==> src/fpr_pkg.sv <==
`timescale 1ns / 1ps

package fpr_pkg;

  localparam int unsigned PAGES_DEF  = 16;
  localparam int unsigned FRAMES_DEF = 8;

  localparam logic [3:0] FRAME_COUNT_RST = 4'd3;

  typedef enum logic [3:0] {
    S_IDLE  = 4'b0001,
    S_LOOK  = 4'b0010,
    S_EVICT = 4'b0100,
    S_DONE  = 4'b1000
  } state_e;

  typedef struct packed {
    logic        fault;
    logic [2:0]  frame;
    logic        ev_valid;
    logic [3:0]  ev_page;
    logic [15:0] fault_count;
    logic        bad;
  } result_t;

endpackage

==> src/fifo_page_replacement.sv <==
`timescale 1ns / 1ps
// Channel    Dir  Handshake                        Payload
// s_axis     in   s_axis_tvalid_i / s_axis_tready_o  tdata[3:0] page
// m_axis     out  m_axis_tvalid_o / m_axis_tready_i  tdata: fault, frame, evicted_valid,
//                                                    evicted_page, fault_count; tuser: bad_page
// cfg        in   cfg_we_i                          cfg_wdata_i[3:0] frame_count
//
// One item at a time: a hit, a bad page or a miss into a free frame is read, updated
// and handed to output; an eviction adds a step, since the victim's frame needs a
// second read of the page-frame RAM, whose address comes from the queue read.
// Reset clears the valid and occupancy flops, queue pointers and fault count at once.
// The output register holds a result while the next item is read and updated;
// the block waits in its final step only when that register is still full.

module fifo_page_replacement #(
  parameter int unsigned PAGES  = fpr_pkg::PAGES_DEF,
  parameter int unsigned FRAMES = fpr_pkg::FRAMES_DEF
) (
  input  logic        clk_i,
  input  logic        rst_ni,
  input  logic        s_axis_tvalid_i,
  output logic        s_axis_tready_o,
  input  logic [7:0]  s_axis_tdata_i,   // [3:0] page
  output logic        m_axis_tvalid_o,
  input  logic        m_axis_tready_i,
  // [0] fault, [3:1] frame, [4] evicted_valid, [8:5] evicted_page, [24:9] fault_count
  output logic [31:0] m_axis_tdata_o,
  output logic        m_axis_tuser_o,   // [0] bad_page
  input  logic        cfg_we_i,
  input  logic [3:0]  cfg_wdata_i
);

  localparam int unsigned PAW = (PAGES > 1) ? $clog2(PAGES) : 1;
  localparam int unsigned FW  = (FRAMES > 1) ? $clog2(FRAMES) : 1;
  localparam int unsigned LW  = $clog2(FRAMES + 1);

  fpr_pkg::state_e  state_q, state_d;
  logic [3:0]       page_q, page_d;
  logic [3:0]       victim_q, victim_d;
  logic [PAGES-1:0] page_valid_q, page_valid_d;
  logic [FRAMES-1:0] frame_used_q, frame_used_d;
  logic [FW-1:0]    head_q, head_d;
  logic [LW-1:0]    fill_q, fill_d;
  logic [15:0]      faults_q, faults_d;
  logic [3:0]       fc_q;
  fpr_pkg::result_t res_q, res_d;
  fpr_pkg::result_t out_q, out_d;
  logic             out_valid_q, out_valid_d;

  logic             pt_we, pt_re;
  logic [PAW-1:0]   pt_waddr, pt_raddr;
  logic [FW-1:0]    pt_wdata, pt_rdata;
  logic             fq_we, fq_re;
  logic [FW-1:0]    fq_waddr, fq_raddr;
  logic [3:0]       fq_wdata, fq_rdata;

  logic [LW-1:0]    eff_frames;
  logic             free_found;
  logic [FW-1:0]    free_idx;
  logic [FW:0]      wp_sum;
  logic [FW-1:0]    wp;
  logic [PAW-1:0]   page_addr;
  logic [PAW-1:0]   victim_addr;
  logic             accept;

  fpr_ram #(.WIDTH(FW), .DEPTH(PAGES)) u_page_frame (
    .clk_i   (clk_i),
    .we_i    (pt_we),
    .waddr_i (pt_waddr),
    .wdata_i (pt_wdata),
    .re_i    (pt_re),
    .raddr_i (pt_raddr),
    .rdata_o (pt_rdata)
  );

  fpr_ram #(.WIDTH(4), .DEPTH(FRAMES)) u_fifo_pages (
    .clk_i   (clk_i),
    .we_i    (fq_we),
    .waddr_i (fq_waddr),
    .wdata_i (fq_wdata),
    .re_i    (fq_re),
    .raddr_i (fq_raddr),
    .rdata_o (fq_rdata)
  );

  // Clamp the frame count into 1..FRAMES.
  always_comb begin
    if (fc_q == 4'd0) begin
      eff_frames = LW'(1);
    end else if (32'(fc_q) > FRAMES) begin
      eff_frames = LW'(FRAMES);
    end else begin
      eff_frames = LW'(fc_q);
    end
  end

  // Lowest free frame below the effective count.
  always_comb begin
    free_found = 1'b0;
    free_idx   = '0;
    for (int i = FRAMES - 1; i >= 0; i--) begin
      if (!frame_used_q[i] && (i < int'(eff_frames))) begin
        free_found = 1'b1;
        free_idx   = FW'(i);
      end
    end
  end

  // Tail slot of the queue: (head + fill) mod FRAMES, with fill at most FRAMES.
  assign wp_sum = (FW + 1)'(head_q) + (FW + 1)'(fill_q);
  assign wp     = (wp_sum >= (FW + 1)'(FRAMES)) ? FW'(wp_sum - (FW + 1)'(FRAMES)) : FW'(wp_sum);

  assign page_addr   = PAW'(page_q);
  assign victim_addr = PAW'(victim_q);
  assign accept      = s_axis_tvalid_i && s_axis_tready_o;

  assign s_axis_tready_o = (state_q == fpr_pkg::S_IDLE);

  always_comb begin
    state_d      = state_q;
    page_d       = page_q;
    victim_d     = victim_q;
    page_valid_d = page_valid_q;
    frame_used_d = frame_used_q;
    head_d       = head_q;
    fill_d       = fill_q;
    faults_d     = faults_q;
    res_d        = res_q;
    out_d        = out_q;
    out_valid_d  = out_valid_q && !m_axis_tready_i;

    pt_re    = 1'b0;
    pt_raddr = PAW'(s_axis_tdata_i[3:0]);
    pt_we    = 1'b0;
    pt_waddr = page_addr;
    pt_wdata = free_idx;
    fq_re    = 1'b0;
    fq_raddr = head_q;
    fq_we    = 1'b0;
    fq_waddr = wp;
    fq_wdata = page_q;

    unique case (state_q)
      fpr_pkg::S_IDLE: begin
        if (accept) begin
          pt_re   = 1'b1;
          fq_re   = 1'b1;
          page_d  = s_axis_tdata_i[3:0];
          state_d = fpr_pkg::S_LOOK;
        end
      end

      fpr_pkg::S_LOOK: begin
        res_d             = '0;
        res_d.fault_count = faults_q;
        state_d           = fpr_pkg::S_DONE;
        if (32'(page_q) >= PAGES) begin
          res_d.bad = 1'b1;
        end else if (page_valid_q[page_addr]) begin
          res_d.frame = 3'(pt_rdata);
        end else begin
          if (faults_q != 16'hFFFF) begin
            faults_d = faults_q + 16'd1;
          end
          res_d.fault       = 1'b1;
          res_d.fault_count = faults_d;
          if (free_found) begin
            frame_used_d[free_idx]  = 1'b1;
            page_valid_d[page_addr] = 1'b1;
            pt_we                   = 1'b1;
            res_d.frame             = 3'(free_idx);
            if (32'(fill_q) < FRAMES) begin
              fq_we  = 1'b1;
              fill_d = fill_q + LW'(1);
            end
          end else if (fill_q != '0) begin
            // Fetch the oldest page's frame for reuse.
            victim_d = fq_rdata;
            pt_re    = 1'b1;
            pt_raddr = PAW'(fq_rdata);
            state_d  = fpr_pkg::S_EVICT;
          end
        end
      end

      fpr_pkg::S_EVICT: begin
        // Pop the head and push the new page; fill is unchanged.
        head_d                    = (head_q == FW'(FRAMES - 1)) ? '0 : head_q + FW'(1);
        page_valid_d[victim_addr] = 1'b0;
        page_valid_d[page_addr]   = 1'b1;
        pt_we                     = 1'b1;
        pt_wdata                  = pt_rdata;
        fq_we                     = 1'b1;
        res_d                     = '0;
        res_d.fault               = 1'b1;
        res_d.frame               = 3'(pt_rdata);
        res_d.ev_valid            = 1'b1;
        res_d.ev_page             = victim_q;
        res_d.fault_count         = faults_q;
        state_d                   = fpr_pkg::S_DONE;
      end

      fpr_pkg::S_DONE: begin
        if (!out_valid_q || m_axis_tready_i) begin
          out_d       = res_q;
          out_valid_d = 1'b1;
          state_d     = fpr_pkg::S_IDLE;
        end
      end

      default: begin
        state_d = fpr_pkg::S_IDLE;
      end
    endcase
  end

  always_ff @(posedge clk_i or negedge rst_ni) begin
    if (!rst_ni) begin
      state_q      <= fpr_pkg::S_IDLE;
      page_valid_q <= '0;
      frame_used_q <= '0;
      head_q       <= '0;
      fill_q       <= '0;
      faults_q     <= '0;
      fc_q         <= fpr_pkg::FRAME_COUNT_RST;
      out_valid_q  <= 1'b0;
    end else begin
      state_q      <= state_d;
      page_valid_q <= page_valid_d;
      frame_used_q <= frame_used_d;
      head_q       <= head_d;
      fill_q       <= fill_d;
      faults_q     <= faults_d;
      out_valid_q  <= out_valid_d;
      if (cfg_we_i) begin
        fc_q <= cfg_wdata_i;
      end
    end
  end

  always_ff @(posedge clk_i) begin
    page_q   <= page_d;
    victim_q <= victim_d;
    res_q    <= res_d;
    out_q    <= out_d;
  end

  assign m_axis_tvalid_o = out_valid_q;
  assign m_axis_tdata_o  = {7'd0, out_q.fault_count, out_q.ev_page, out_q.ev_valid,
                            out_q.frame, out_q.fault};
  assign m_axis_tuser_o  = out_q.bad;

  // An eviction only happens on a fault.
  a_evict_is_fault: assert property (@(posedge clk_i) disable iff (!rst_ni)
    (m_axis_tvalid_o && m_axis_tdata_o[4]) |-> m_axis_tdata_o[0])
    else $error("eviction reported without a fault");

  // A bad page never faults.
  a_bad_no_fault: assert property (@(posedge clk_i) disable iff (!rst_ni)
    (m_axis_tvalid_o && m_axis_tuser_o) |-> !m_axis_tdata_o[0])
    else $error("bad page reported as a fault");

  a_fill_bound: assert property (@(posedge clk_i) disable iff (!rst_ni)
    32'(fill_q) <= FRAMES)
    else $error("queue fill exceeds frame count");

  a_faults_monotonic: assert property (@(posedge clk_i) disable iff (!rst_ni)
    1'b1 |=> (faults_q >= $past(faults_q)))
    else $error("fault counter decreased");

endmodule

==> src/fpr_ram.sv <==
`timescale 1ns / 1ps

module fpr_ram #(
  parameter int unsigned WIDTH = 8,
  parameter int unsigned DEPTH = 16,
  localparam int unsigned AW = (DEPTH > 1) ? $clog2(DEPTH) : 1
) (
  input  logic             clk_i,
  input  logic             we_i,
  input  logic [AW-1:0]    waddr_i,
  input  logic [WIDTH-1:0] wdata_i,
  input  logic             re_i,
  input  logic [AW-1:0]    raddr_i,
  output logic [WIDTH-1:0] rdata_o
);

  logic [WIDTH-1:0] mem_q [DEPTH];
  logic [WIDTH-1:0] rdata_q;

  always_ff @(posedge clk_i) begin
    if (we_i) begin
      mem_q[waddr_i] <= wdata_i;
    end
    if (re_i) begin
      rdata_q <= mem_q[raddr_i];
    end
  end

  assign rdata_o = rdata_q;

endmodule

==> config.mk <==
export PLATFORM = sky130hd
export DESIGN_NAME = fifo_page_replacement
export DESIGN_NICKNAME = d
export VERILOG_FILES = /design/src/fpr_pkg.sv /design/src/fifo_page_replacement.sv /design/src/fpr_ram.sv
export SDC_FILE = /design/constraint.sdc
export NUM_CORES = 1
export LEC_CHECK = 0
export BUFFER_PORTS_ARGS = -buffer_cell sky130_fd_sc_hd__buf_2
export CAP_MARGIN = 10
export CORE_AREA = 4 4 167 169
export CTS_CLUSTER_DIAMETER = 150
export DETAILED_ROUTE_END_ITERATION = 12
export DIE_AREA = 0 0 171 173
export MAX_ROUTING_LAYER = met4
export SYNTH_ARGS = -nofsm -noshare
export SYNTH_HDL_FRONTEND = slang
export SYNTH_SLANG_ARGS = --single-unit
==> constraint.sdc <==
create_clock -name clk_i -period 4.85 [get_ports clk_i]
set_input_delay 0.485 -clock clk_i [delete_from_list [all_inputs] [get_ports clk_i]]
set_output_delay 0.485 -clock clk_i [all_outputs]
set_load 0.01 [all_outputs]
After elaboration in Yosys (flattened, before gate mapping)
Memory sizes are Yosys's and may differ from the RTL's. A register that Yosys moved wholly into a read port is not among the register bits.
Cells that the tools add are included.

word-level totals
  flip-flop bits (word level) = 116
  bits of input ports = 17
  memories kept = 2
  logic and storage cells = 164
  bits in writable memories = 80
  output and inout bits = 35

memories
  name                depth  width  read ports  clocked after Yosys merged registers in  wr ports  RTL line       text
  u_page_frame.mem_q  16     3      1           1                                        1         fpr_ram.sv:17  logic [WIDTH-1:0] mem_q [DEPTH];
  u_fifo_pages.mem_q  8      4      1           1                                        1         fpr_ram.sv:17

cells by class
  magnitude comparators = 17
  reductions and logical operators = 34
  eq/ne operators = 10
  add/sub/neg operators = 5
  bitwise operators = 7
  mux-type cells = 67

operators with widths
  cell                                                               number
  2-to-1 mux 16 bit                                                  4
  case mux 26 bit (2 select lines)                                   1
  2-to-1 mux 4 bit                                                   11
  2-to-1 mux 3 bit                                                   13
  bitwise OR 16 bit                                                  2
  case mux 16 bit (2 select lines)                                   1
  2-to-1 mux 1 bit                                                   29
  adder 16 x 1 -> 16 bit, second input constant                      1
  AND 16 bit                                                         1
  < comparator 3 x 4 -> 1 bit, first input constant                  4
  inequality test 16 bit, second input constant                      1
  NOT 16 bit                                                         1
  case mux 4 bit (4 select lines)                                    1
  logical AND 1 bit                                                  13
  zero test 1 bit                                                    10
  < comparator 4 x 5 -> 1 bit, second input constant                 2
  demux 1 bit (select 4 bit)                                         2
  greater-or-equal comparator 4 x 1 -> 1 bit, second input constant  2
  < comparator 1 x 4 -> 1 bit, first input constant                  2
  < comparator 2 x 4 -> 1 bit, first input constant                  2
  bitwise OR 8 bit                                                   1
  AND reduction 4 bit                                                2
  inequality test 2 bit, second input constant                       3
  case mux 1 bit (2 select lines)                                    3
  24 further kinds                                                   28

Depth between registers and ports, before layout
Gate-level depths: netlist (run 1).

  depth in word-level cells = 18
  depth in mapped cells = 10
  mapped depth without buffers = 8

Cells and area by module
A second synthesis (run 1) with hierarchy kept.

second synthesis, totals
  cell total of the unflattened synthesis = 644
  area, all modules = 9058.7 µm²

by module, submodules not included
  module                  sequential area each (µm²)  cells an instance  area an instance (µm²)  instances
  fifo_page_replacement   3146.8                      478                5606.6                  1
  fpr_ram (u_page_frame)  1531.5                      103                2042.0                  1
  fpr_ram (u_fifo_pages)  1081.0                      63                 1410.1                  1

Worst setup path after synthesis (run 1)
No wires, ideal clock.

  path kind = register to register
  start = reg page_q[0] (netlist: fq_wdata[0])
  end = reg u_page_frame.rdata_q[1] (netlist: u_page_frame.rdata_o[1]) (read register of u_page_frame.mem_q), data pin
  arrival time = 2874 ps
  setup time = 272 ps
  path slack = 1704 ps
  stages on the path, launching flop included = 10
  clock period less this slack = 3146 ps
  path buffers = 2
  required time = 4578 ps
  cell sequence = edfxtp_1 > buf_6 > mux4_2 > a22o_1 > or3_4 > nor2_4 > buf_2 > mux2i_1 > a221oi_1 > or4_1

on the way
  cells in the longest elaborated chain, start to end = 4
  elaborated cells between the ends (all ways) = 6
  those cells by class = 6 x mux

ends and longest elaborated chain
  element                                                              RTL line                      text
  start: declaration                                                   fifo_page_replacement.sv:38   logic [3:0] page_q, page_d;
  start signal: assignment                                             fifo_page_replacement.sv:242  page_q <= page_d;
  binary-select mux 1 bit (select 4 bit) (*)                           fifo_page_replacement.sv:159  end else if (page_valid_q[page_addr]) begin
  2-to-1 mux 1 bit (implied by the code) (*)                           fifo_page_replacement.sv:159
  2-to-1 mux 1 bit or 2-to-1 mux 4 bit (tied branches)                 fifo_page_replacement.sv:159
  case mux 1 bit (2 select lines) or 2-to-1 mux 4 bit (tied branches)  fifo_page_replacement.sv:143  unique case (state_q)
  end: declaration                                                     fpr_ram.sv:18                 logic [WIDTH-1:0] rdata_q;

Mark *: on every way between the ends. The rest lies on a longest branch, timed or not. The select of a mux whose other input is x is not followed.
A chain may end at the register's enable or synchronous reset.

Final worst setup path (run 1)
  start = reg page_q[0] (netlist: fq_wdata[0])
  end = reg u_page_frame.rdata_q[2] (netlist: u_page_frame.rdata_o[2]) (read register of u_page_frame.mem_q), data pin

Same word-level chain as after synthesis.

==> results.cfg, run 1 <==
[run_status]
status = finished, final reports clean

[routing]
dr.first_iter.drc_count = 575
dr_total_vias = 5795
wl_per_cell_um = 17.2
route.detailed.drc = 0
via_per_inst = 5.17
first_pass_iters = 5
ant_nets = 0
drt-total-wl_um = 19200

[power_and_ir_drop]
ir_worst_vdd_v = 0.000229
leakagePower_nw = 3.81
p_total_mw = 4.72
p_per_area_mw_per_mm2 = 460

[cts]
cts_made_buffers = 21
clk_latency_ns = 0.50
cts.htree.levels = 1
cts_tree = built
cts_root_buf = clkbuf_16
cts_resized = 0
ctsHoldBuffers = 0
cts_setup_buffers = 0
clockBufferDepth = 3
clkSlewWorstSetupHoldPaths_ns = 0.06
clkSinkCount = 201

[floorplanning]
dieArea_sq_mm = 0.0296
floorplan.initialDensity_pct = 34.2
dieHeight_um = 173
rows = 60
core_sq_mm = 0.0266
dieWidth_um = 171
ios = 52

[logic_synthesis]
synthMuxAreaShare_pct = 5.62
async_flop_share_pct = 27.9
synthTopCellsByArea = edfxtp_1, dfrtp_1, nand2_1
netlist_area_sq_mm = 0.00910
synth-seq-cells = 201
synth_most_common_cell = edfxtp_1
yosys.area_share.simple_pct = 13.6
synth-adder-area-share_pct = 1.04
synth-seq-area-share_pct = 63.3
synth_top_area_share_pct = 47.8
ys_warn_count = 0
synth_top_cell_by_area = edfxtp_1
synthCells = 726
synth_common_cells = edfxtp_1, nand2_1, nor2_1
synthXorXnorAreaFrac_pct = 2.31
synth-edff-count = 145
synthDistinctLibCells = 66
synth_compound_area_share_pct = 10.8
ys.flop_type = edfxtp_1
synth_top_family_by_area = simple AND/OR/NAND/NOR gates
synth.avg_cell_area_sq_um = 12.5

[timing]
fin_skew_ns = 0.0121
timing.fmax_ghz = 0.238
period_minus_slack_ns = 4.20
tightest_slew_ns = 1.14
finalSetupViolCount = 0
hold_viol = 0
drv_slew = 0
finalSetupTns_ns = 0
slew_headroom_pct = 23.3
min_period_over_period_pct = 86.6
rsz0062_at_grt = false

[layout]
drive_gt1_share_pct = 16.6
area_growth_syn_to_layout_pct = 12.7
multi_input_area_sq_mm = 0.00307
nFillCells = 2552
final_nets = 786
postLayoutCellArea_sq_mm = 0.0103
register_area_sq_mm = 0.00576

[global_routing]
grt_pass1_vias = 5592
antenna_found_initial = 2
grt_pass1_wl_um = 30600
grt_start_max_net_pins = 57
grt.total_usage_pct = 13.2
overflow = 0

[setup_path]
path_max_fanout = 15
rrSetupSlack_ns = 0.65
cp_data_required_time_ns = 5.08
crit_path_end_kind = flip-flop
crit_start = fq_wdata[0]
rr_endpoint = u_page_frame.rdata_o[2]
cp-start-kind = flip-flop
r2r_start = fq_wdata[0]
worstPathArrival_ns = 4.43
critical_path_class = reg -> reg
worst-r2r-cell-count = 7

[placed_design]
gp_congestion = 0.838
dp_hpwl_um = 12900
portBuffers = 39
placed_cell_area_sq_mm = 0.00960

[hold_path]
min_path_type = in -> async

[job]
cap_violations = 0
==> power by group <==
part	switching, mW	leakage, nW	internal, mW	total, mW
registers	0.187	2.06	2.18	2.37
clock network	0.655	0.308	0.862	1.52
logic	0.523	1.45	0.304	0.827
total	1.36	3.81	3.35	4.72
==> worst max path at each step <==
stage | end | slack, ns | cells past startpoint
5_1_grt | u_page_frame.rdata_o[2] | 0.38 | 7
2_1_floorplan | u_page_frame.rdata_o[1] | 1.70 | 9
3_5_place_dp | u_page_frame.rdata_o[2] | 0.68 | 7
4_1_cts | u_page_frame.rdata_o[2] | 0.65 | 7
6_report | u_page_frame.rdata_o[2] | 0.65 | 7
3_3_place_gp | u_page_frame.rdata_o[2] | 0.75 | 7
==> cells by family after synthesis <==
logic type               count (synthesis)
AO/OA/AOI/OAI                          145
XOR/XNOR                                24
adder cells (fa/ha/maj)                  7
buffers and inverters                   63
flip-flops                             201
multiplexers                            34
other                                    1
AND/OR/NAND/NOR                        251
==> layout make-up <==
| class | instances | share of cell area (%) |
|---|---|---|
| sequential | 201 | 56.2 |
| multi-input combinational | 469 | 30.0 |
| clock buffer | 26 | 5.31 |
| tap | 341 | 4.16 |
| timing repair buffer | 47 | 2.49 |
| clock inverter | 12 | 1.06 |
| inverter | 22 | 0.805 |
| antenna | 2 | 0.0488 |
==> layout by cell type (no fill, tap or decap), types with 7 or more instances in the layout <==
cell type and instances:
nor4_1 7, conb_1 8, nand3b_1 7, buf_2 39, a311oi_1 14, buf_4 8, a211oi_1 9, nor2_1 64
inv_1 22, a21oi_1 10, dfrtp_1 53, mux4_2 12, xor2_1 13, nand3_1 12, a22oi_1 15, nand2_1 88
xnor2_1 11, edfxtp_1 145, a221oi_1 9, clkbuf_16 21, mux2_2 17, nand2b_1 22, o21ai_0 61
==> metal layers <==
metal  track usage [%]  vias to the layer above  wire length [um]
met5                 -                        -                 0
li1                  -                     2756                 -
met3              2.88                       36              1210
met4              3.57                        0               418
met1              17.5                     2825              8440
met2              20.6                      178              9180
==> sequential cells by signal, summed over array words and instances (netlist names), 4 cells and up <==
| register | count |
|---|---|
| page_valid_q | 16 |
| u_page_frame.mem_q | 48 |
| res_q | 25 |
| fq_wdata | 4 |
| frame_used_q | 8 |
| u_fifo_pages.mem_q | 32 |
| faults_q | 16 |
| fc_q | 4 |
| victim_addr | 4 |
| u_fifo_pages.rdata_o | 4 |
| m_axis_tdata_o | 25 |
| state_q | 4 |
| fill_q | 4 |
==> stage by stage <==
| stage | cells | utilization, % | setup slack, ns | hold slack [ns] |
|---|---|---|---|---|
| global placement | 1080 | 36.1 | 0.748 | 0.402 |
| detailed placement | 1080 | 36.1 | 0.682 | 0.405 |
| CTS | 1118 | 38.6 | 0.649 | 0.158 |
| global route | 1120 | 38.6 | 0.383 | 0.182 |
| floorplan | 733 | - | 1.70 | 0.189 |
| finish | 1120 | 38.6 | 0.651 | 0.129 |
==> worst max-delay path: stages (launching register included) <==
cell and delay, ns:
edfxtp_1 0.74, mux4_2 0.58, a22o_1 0.30, nor3_4 0.67
a21boi_0 0.56, a311oi_1 0.38, a221oi_1 0.13, or4_1 0.55
No activity file was read; power rests on OpenSTA's default activity.
==> run 2, diff against run 1 <==
--- a/config.mk
+++ b/config.mk
@@ -8,6 +8,7 @@
 export BUFFER_PORTS_ARGS = -buffer_cell sky130_fd_sc_hd__buf_2
 export CAP_MARGIN = 10
 export CORE_AREA = 4 4 167 169
+export CTS_BUF_LIST = sky130_fd_sc_hd__clkbuf_4 sky130_fd_sc_hd__clkbuf_8
 export CTS_CLUSTER_DIAMETER = 150
 export DETAILED_ROUTE_END_ITERATION = 12
 export DIE_AREA = 0 0 171 173
==> run 2 against run 1 <==
Compared with the run above:
- combinational power hardly changed
- design area is 0.43% lower
- largest power group unchanged
- critical endpoint unchanged
- non-clock buffer count stayed put
- critical path type unchanged
- worst hold slack worse by 0.038 ns
==> results.cfg, run 2 (synthesized netlist as in run 1, its figures left out) <==
[run_status]
status = finished, final reports clean

[timing]
drv_slew = 0
timing.fmax_ghz = 0.237
min_period_over_period_pct = 86.9
period_minus_slack_ns = 4.21
finalSetupViolCount = 0
rsz0062_at_grt = false
fin_ws_ns = 0.636
hold_viol = 0
tightest_slew_ns = 1.15
finalSetupTns_ns = 0
slew_headroom_pct = 22.8
fin_skew_ns = 0.0199

[setup_path]
crit_path_end_kind = flip-flop
cp_data_required_time_ns = 5.14
worst-r2r-cell-count = 7
critical_path_class = reg -> reg
path_max_fanout = 15
worstPathArrival_ns = 4.50
cp-start-kind = flip-flop

[floorplanning]
dieArea_sq_mm = 0.0296
rows = 60
floorplan.initialDensity_pct = 34.2
dieWidth_um = 171
core_sq_mm = 0.0266
dieHeight_um = 173
ios = 52

[routing]
wl_per_cell_um = 16.9
route.detailed.drc = 0
dr.first_iter.drc_count = 544
via_per_inst = 5.12
first_pass_iters = 5
drt-total-wl_um = 19300
dr_total_vias = 5842
ant_nets = 0

[global_routing]
grt_pass1_vias = 5711
antenna_found_initial = 2
grt_start_max_net_pins = 57
overflow = 0
grt_pass1_wl_um = 30800
grt.total_usage_pct = 13.2

[layout]
register_area_sq_mm = 0.00576
top_regs = u_page_frame.mem_q: 48 flops, u_fifo_pages.mem_q: 32 flops
drive_gt1_share_pct = 18.7
nFillCells = 2568
final_util_pct = 38.4
largest_reg_flops = 48
multi_input_area_sq_mm = 0.00307
layout_commonest_cell = edfxtp_1
final_cell_mix = edfxtp_1, nand2_1, nor2_1
final_nets = 796
area_growth_syn_to_layout_pct = 12.2
postLayoutCellArea_sq_mm = 0.0102
top_register = u_page_frame.mem_q

[placed_design]
post-place-ws_ns = 0.682
portBuffers = 39
gp_congestion = 0.838
placed_cell_area_sq_mm = 0.00960
dp_hpwl_um = 12900

[cts]
cts_root_buf = clkbuf_8
clkSinkCount = 201
cts_made_buffers = 31
clk_latency_ns = 0.56
clockBufferDepth = 3
cts_setup_buffers = 0
ctsHoldBuffers = 0
cts.htree.levels = 1
clkSlewWorstSetupHoldPaths_ns = 0.07
cts_tree = built
cts_resized = 0

[power_and_ir_drop]
p_per_area_mw_per_mm2 = 445
ir_worst_vdd_v = 0.000166
p_total_mw = 4.55
leakagePower_nw = 3.83

[hold_path]
min_path_type = in -> async

[job]
cap_violations = 0
[run 2: cell types whose count changed in the layout (fill, tap and decap cells not counted), sizes merged]
cell | previous run | this run
clkinvlp | 4 | 1
clkinv | 6 | 15
inv | 23 | 22
bufinv | 1 | 0
clkbuf | 26 | 42
[run 2: cell type report]
cell class | count | share of cell area (%)
tap | 341 | 4.18
multi-input combinational | 469 | 30.1
clock inverter | 16 | 0.735
antenna | 2 | 0.0490
sequential | 201 | 56.4
clock buffer | 42 | 5.23
timing repair buffer | 47 | 2.50
inverter | 22 | 0.809
[run 2: layer usage]
layer / part of all wire, % / global-route usage (%)
met5: 0 / -
met1: 43 / 17.2
met2: 48 / 20.8
met3: 6.6 / 3.13
met4: 2.0 / 3.76
[run 2: final timing paths]
path | from | to | slack (ns)
worst max-delay path | fq_wdata[0] | u_page_frame.rdata_o[2] | 0.64
worst min-delay path | rst_ni | fq_raddr[0] | 0.09
worst max register to register | fq_wdata[0] | u_page_frame.rdata_o[2] | 0.64
worst min register to register | res_q[11] | m_axis_tdata_o[19] | 0.41
max in group asynchronous | rst_ni | page_valid_q[0] | 4.28
min in group clk_i | s_axis_tvalid_i | state_q[0] | 0.13
[run 2: stage by stage]
step	std cells	hold WS (ns)
3_5_place_dp	1080	0.405
4_1_cts	1138	0.0879
3_3_place_gp	1080	0.402
6_report	1140	0.0915
2_1_floorplan	733	0.189
5_1_grt	1140	0.0868
[run 2: power by group]
part | internal [mW] | total [mW] | switching [mW]
Combinational | 0.304 | 0.827 | 0.523
Sequential | 2.18 | 2.37 | 0.187
Clock | 0.716 | 1.35 | 0.632
[run 2: critical path, cell delays in order, from the launching register on]
cell and delay [ns]:
edfxtp_1 0.75, mux4_2 0.58, a22o_1 0.30, nor3_4 0.68
a21boi_0 0.57, a311oi_1 0.39, a221oi_1 0.13, or4_1 0.55
==> run 3, diff against run 2 <==
--- a/config.mk
+++ b/config.mk
@@ -13,6 +13,7 @@
 export DETAILED_ROUTE_END_ITERATION = 12
 export DIE_AREA = 0 0 171 173
 export MAX_ROUTING_LAYER = met4
+export RECOVER_POWER = 25
 export SYNTH_ARGS = -nofsm -noshare
 export SYNTH_HDL_FRONTEND = slang
 export SYNTH_SLANG_ARGS = --single-unit
==> run 3 against run 2 <==
Compared with the run above:
- global-route usage unchanged
- critical path type unchanged
- clock skew about the same
- worst setup slack got worse by 0.027 ns
- highest routed layer unchanged
- design area fell by 0.11%
- the flow now finishes with violations (capacitance limit, slew limit)
==> results.cfg, run 3 (synthesized netlist as in run 1, its figures left out) <==
[run_status]
status = complete, but fails checks
violations = capacitance limit, slew limit

[hold_path]
min_path_type = in -> reg
hold_start = s_axis_tvalid_i
hold_depth = 2
worstHoldEndpoint = state_q[0]

[setup_path]
critical_path_class = reg -> reg
rrSetupSlack_ns = 0.61
cp-start-kind = flip-flop
worstPathArrival_ns = 4.53
r2r_start = fq_wdata[0]
crit_path_end_kind = flip-flop
cp_data_required_time_ns = 5.14
worst-r2r-cell-count = 7
rr_endpoint = u_page_frame.rdata_o[2]
path_max_fanout = 15

[layout]
register_area_sq_mm = 0.00576
nFillCells = 2574
top_regs = u_page_frame.mem_q: 48 flops, u_fifo_pages.mem_q: 32 flops
final_cell_mix = edfxtp_1, nand2_1, nor2_1
final_nets = 796
area_growth_syn_to_layout_pct = 12.1
multi_input_area_sq_mm = 0.00307
largest_reg_flops = 48
top_register = u_page_frame.mem_q
postLayoutCellArea_sq_mm = 0.0102
drive_gt1_share_pct = 17.8
layout_commonest_cell = edfxtp_1
final_cells = 1139

[timing]
hold_viol = 0
tightest_slew_ns = 3.17
timing.fmax_ghz = 0.236
period_minus_slack_ns = 4.24
min_period_over_period_pct = 87.4
slew_headroom_pct = -112
finalSetupViolCount = 0
drv_slew = 57
finalSetupTns_ns = 0
fin_skew_ns = 0.0198
rsz0062_at_grt = false
whs_ns = 0.124

[routing]
route.detailed.drc = 0
via_per_inst = 5.13
dr_total_vias = 5841
dr.first_iter.drc_count = 512
first_pass_iters = 5
ant_nets = 0
drt-total-wl_um = 19400
wl_per_cell_um = 17.0

[job]
cap_violations = 1

[cts]
cts.htree.levels = 1
clockBufferDepth = 3
ctsHoldBuffers = 0
cts_made_buffers = 31
cts_resized = 0
cts_setup_buffers = 0
clk_latency_ns = 0.56
cts_root_buf = clkbuf_8
clkSinkCount = 201
clkSlewWorstSetupHoldPaths_ns = 0.06
cts_tree = built

[global_routing]
grt.total_usage_pct = 13.2
grt_pass1_vias = 5711
grt_pass1_wl_um = 30800
overflow = 0
antenna_found_initial = 1
grt_start_max_net_pins = 57

[floorplanning]
core_sq_mm = 0.0266
floorplan.initialDensity_pct = 34.2
rows = 60
dieHeight_um = 173
dieArea_sq_mm = 0.0296
ios = 52
dieWidth_um = 171

[placed_design]
placed_cell_area_sq_mm = 0.00960
gp_congestion = 0.838
placed_cells = 1080
dp_hpwl_um = 12900
portBuffers = 39

[power_and_ir_drop]
p_total_mw = 4.55
p_per_area_mw_per_mm2 = 446
ir_worst_vdd_v = 0.000167
power.share.combinational_pct = 18.2
p_int_mw = 3.20
leakagePower_nw = 3.82
p_sw_mw = 1.35
pwr-share-clk_pct = 29.7
swShare_pct = 29.6
seq_power_share_pct = 52.1
==> run 3: cell count changes in the layout (fill, tap and decap cells not counted), sizes merged <==
| cell | previous run | this run |
|---|---|---|
| buf | 47 | 42 |
| diode | 2 | 1 |
| clkbuf | 42 | 47 |
==> run 3: layer usage <==
layer	GRT usage [%]	part of all wire, %
met1	17.2	44
met2	20.8	48
met3	3.13	6.2
met4	3.76	1.7
met5	-	0
==> run 3: cell type report <==
| cell class | instances | area share [%] |
|---|---|---|
| antenna | 1 | 0.0245 |
| clock buffer | 42 | 5.24 |
| clock inverter | 16 | 0.736 |
| inverter | 22 | 0.810 |
| multi-input combinational | 469 | 30.1 |
| sequential | 201 | 56.5 |
| tap | 341 | 4.18 |
| timing repair buffer | 47 | 2.42 |
==> run 3: critical path, stage by stage (launching register included) <==
cell and delay (ns):
edfxtp_1 0.76, mux4_2 0.58, a22o_1 0.30, nor3_4 0.68, a21boi_0 0.57, a311oi_1 0.39, a221oi_1 0.13, or4_1 0.55
==> run 3: metrics by stage <==
step	util, %	setup slack [ns]
floorplan	-	1.70
global placement	36.1	0.748
detailed placement	36.1	0.682
CTS	38.4	0.670
global route	38.4	0.411
finish	38.4	0.609
==> run 3: how the worst max path moves through the flow <==
stage,from,endpoint,slack [ns]
2_1_floorplan,fq_wdata[0],u_page_frame.rdata_o[1],1.70
3_3_place_gp,fq_wdata[0],u_page_frame.rdata_o[2],0.75
3_5_place_dp,fq_wdata[0],u_page_frame.rdata_o[2],0.68
4_1_cts,fq_wdata[0],u_page_frame.rdata_o[2],0.67
5_1_grt,fq_wdata[0],u_page_frame.rdata_o[2],0.41
6_report,fq_wdata[0],u_page_frame.rdata_o[2],0.61
==> run 3: power groups by stage <==
stage / sequential (mW) / combinational (mW) / clock, mW
after detailed placement: 2.41 / 0.835 / 0
after global routing: 2.40 / 0.932 / 1.48
after global placement: 2.40 / 0.824 / 0
after floorplan: 2.33 / 0.621 / 0
after CTS: 2.37 / 0.839 / 1.39
final: 2.37 / 0.829 / 1.35
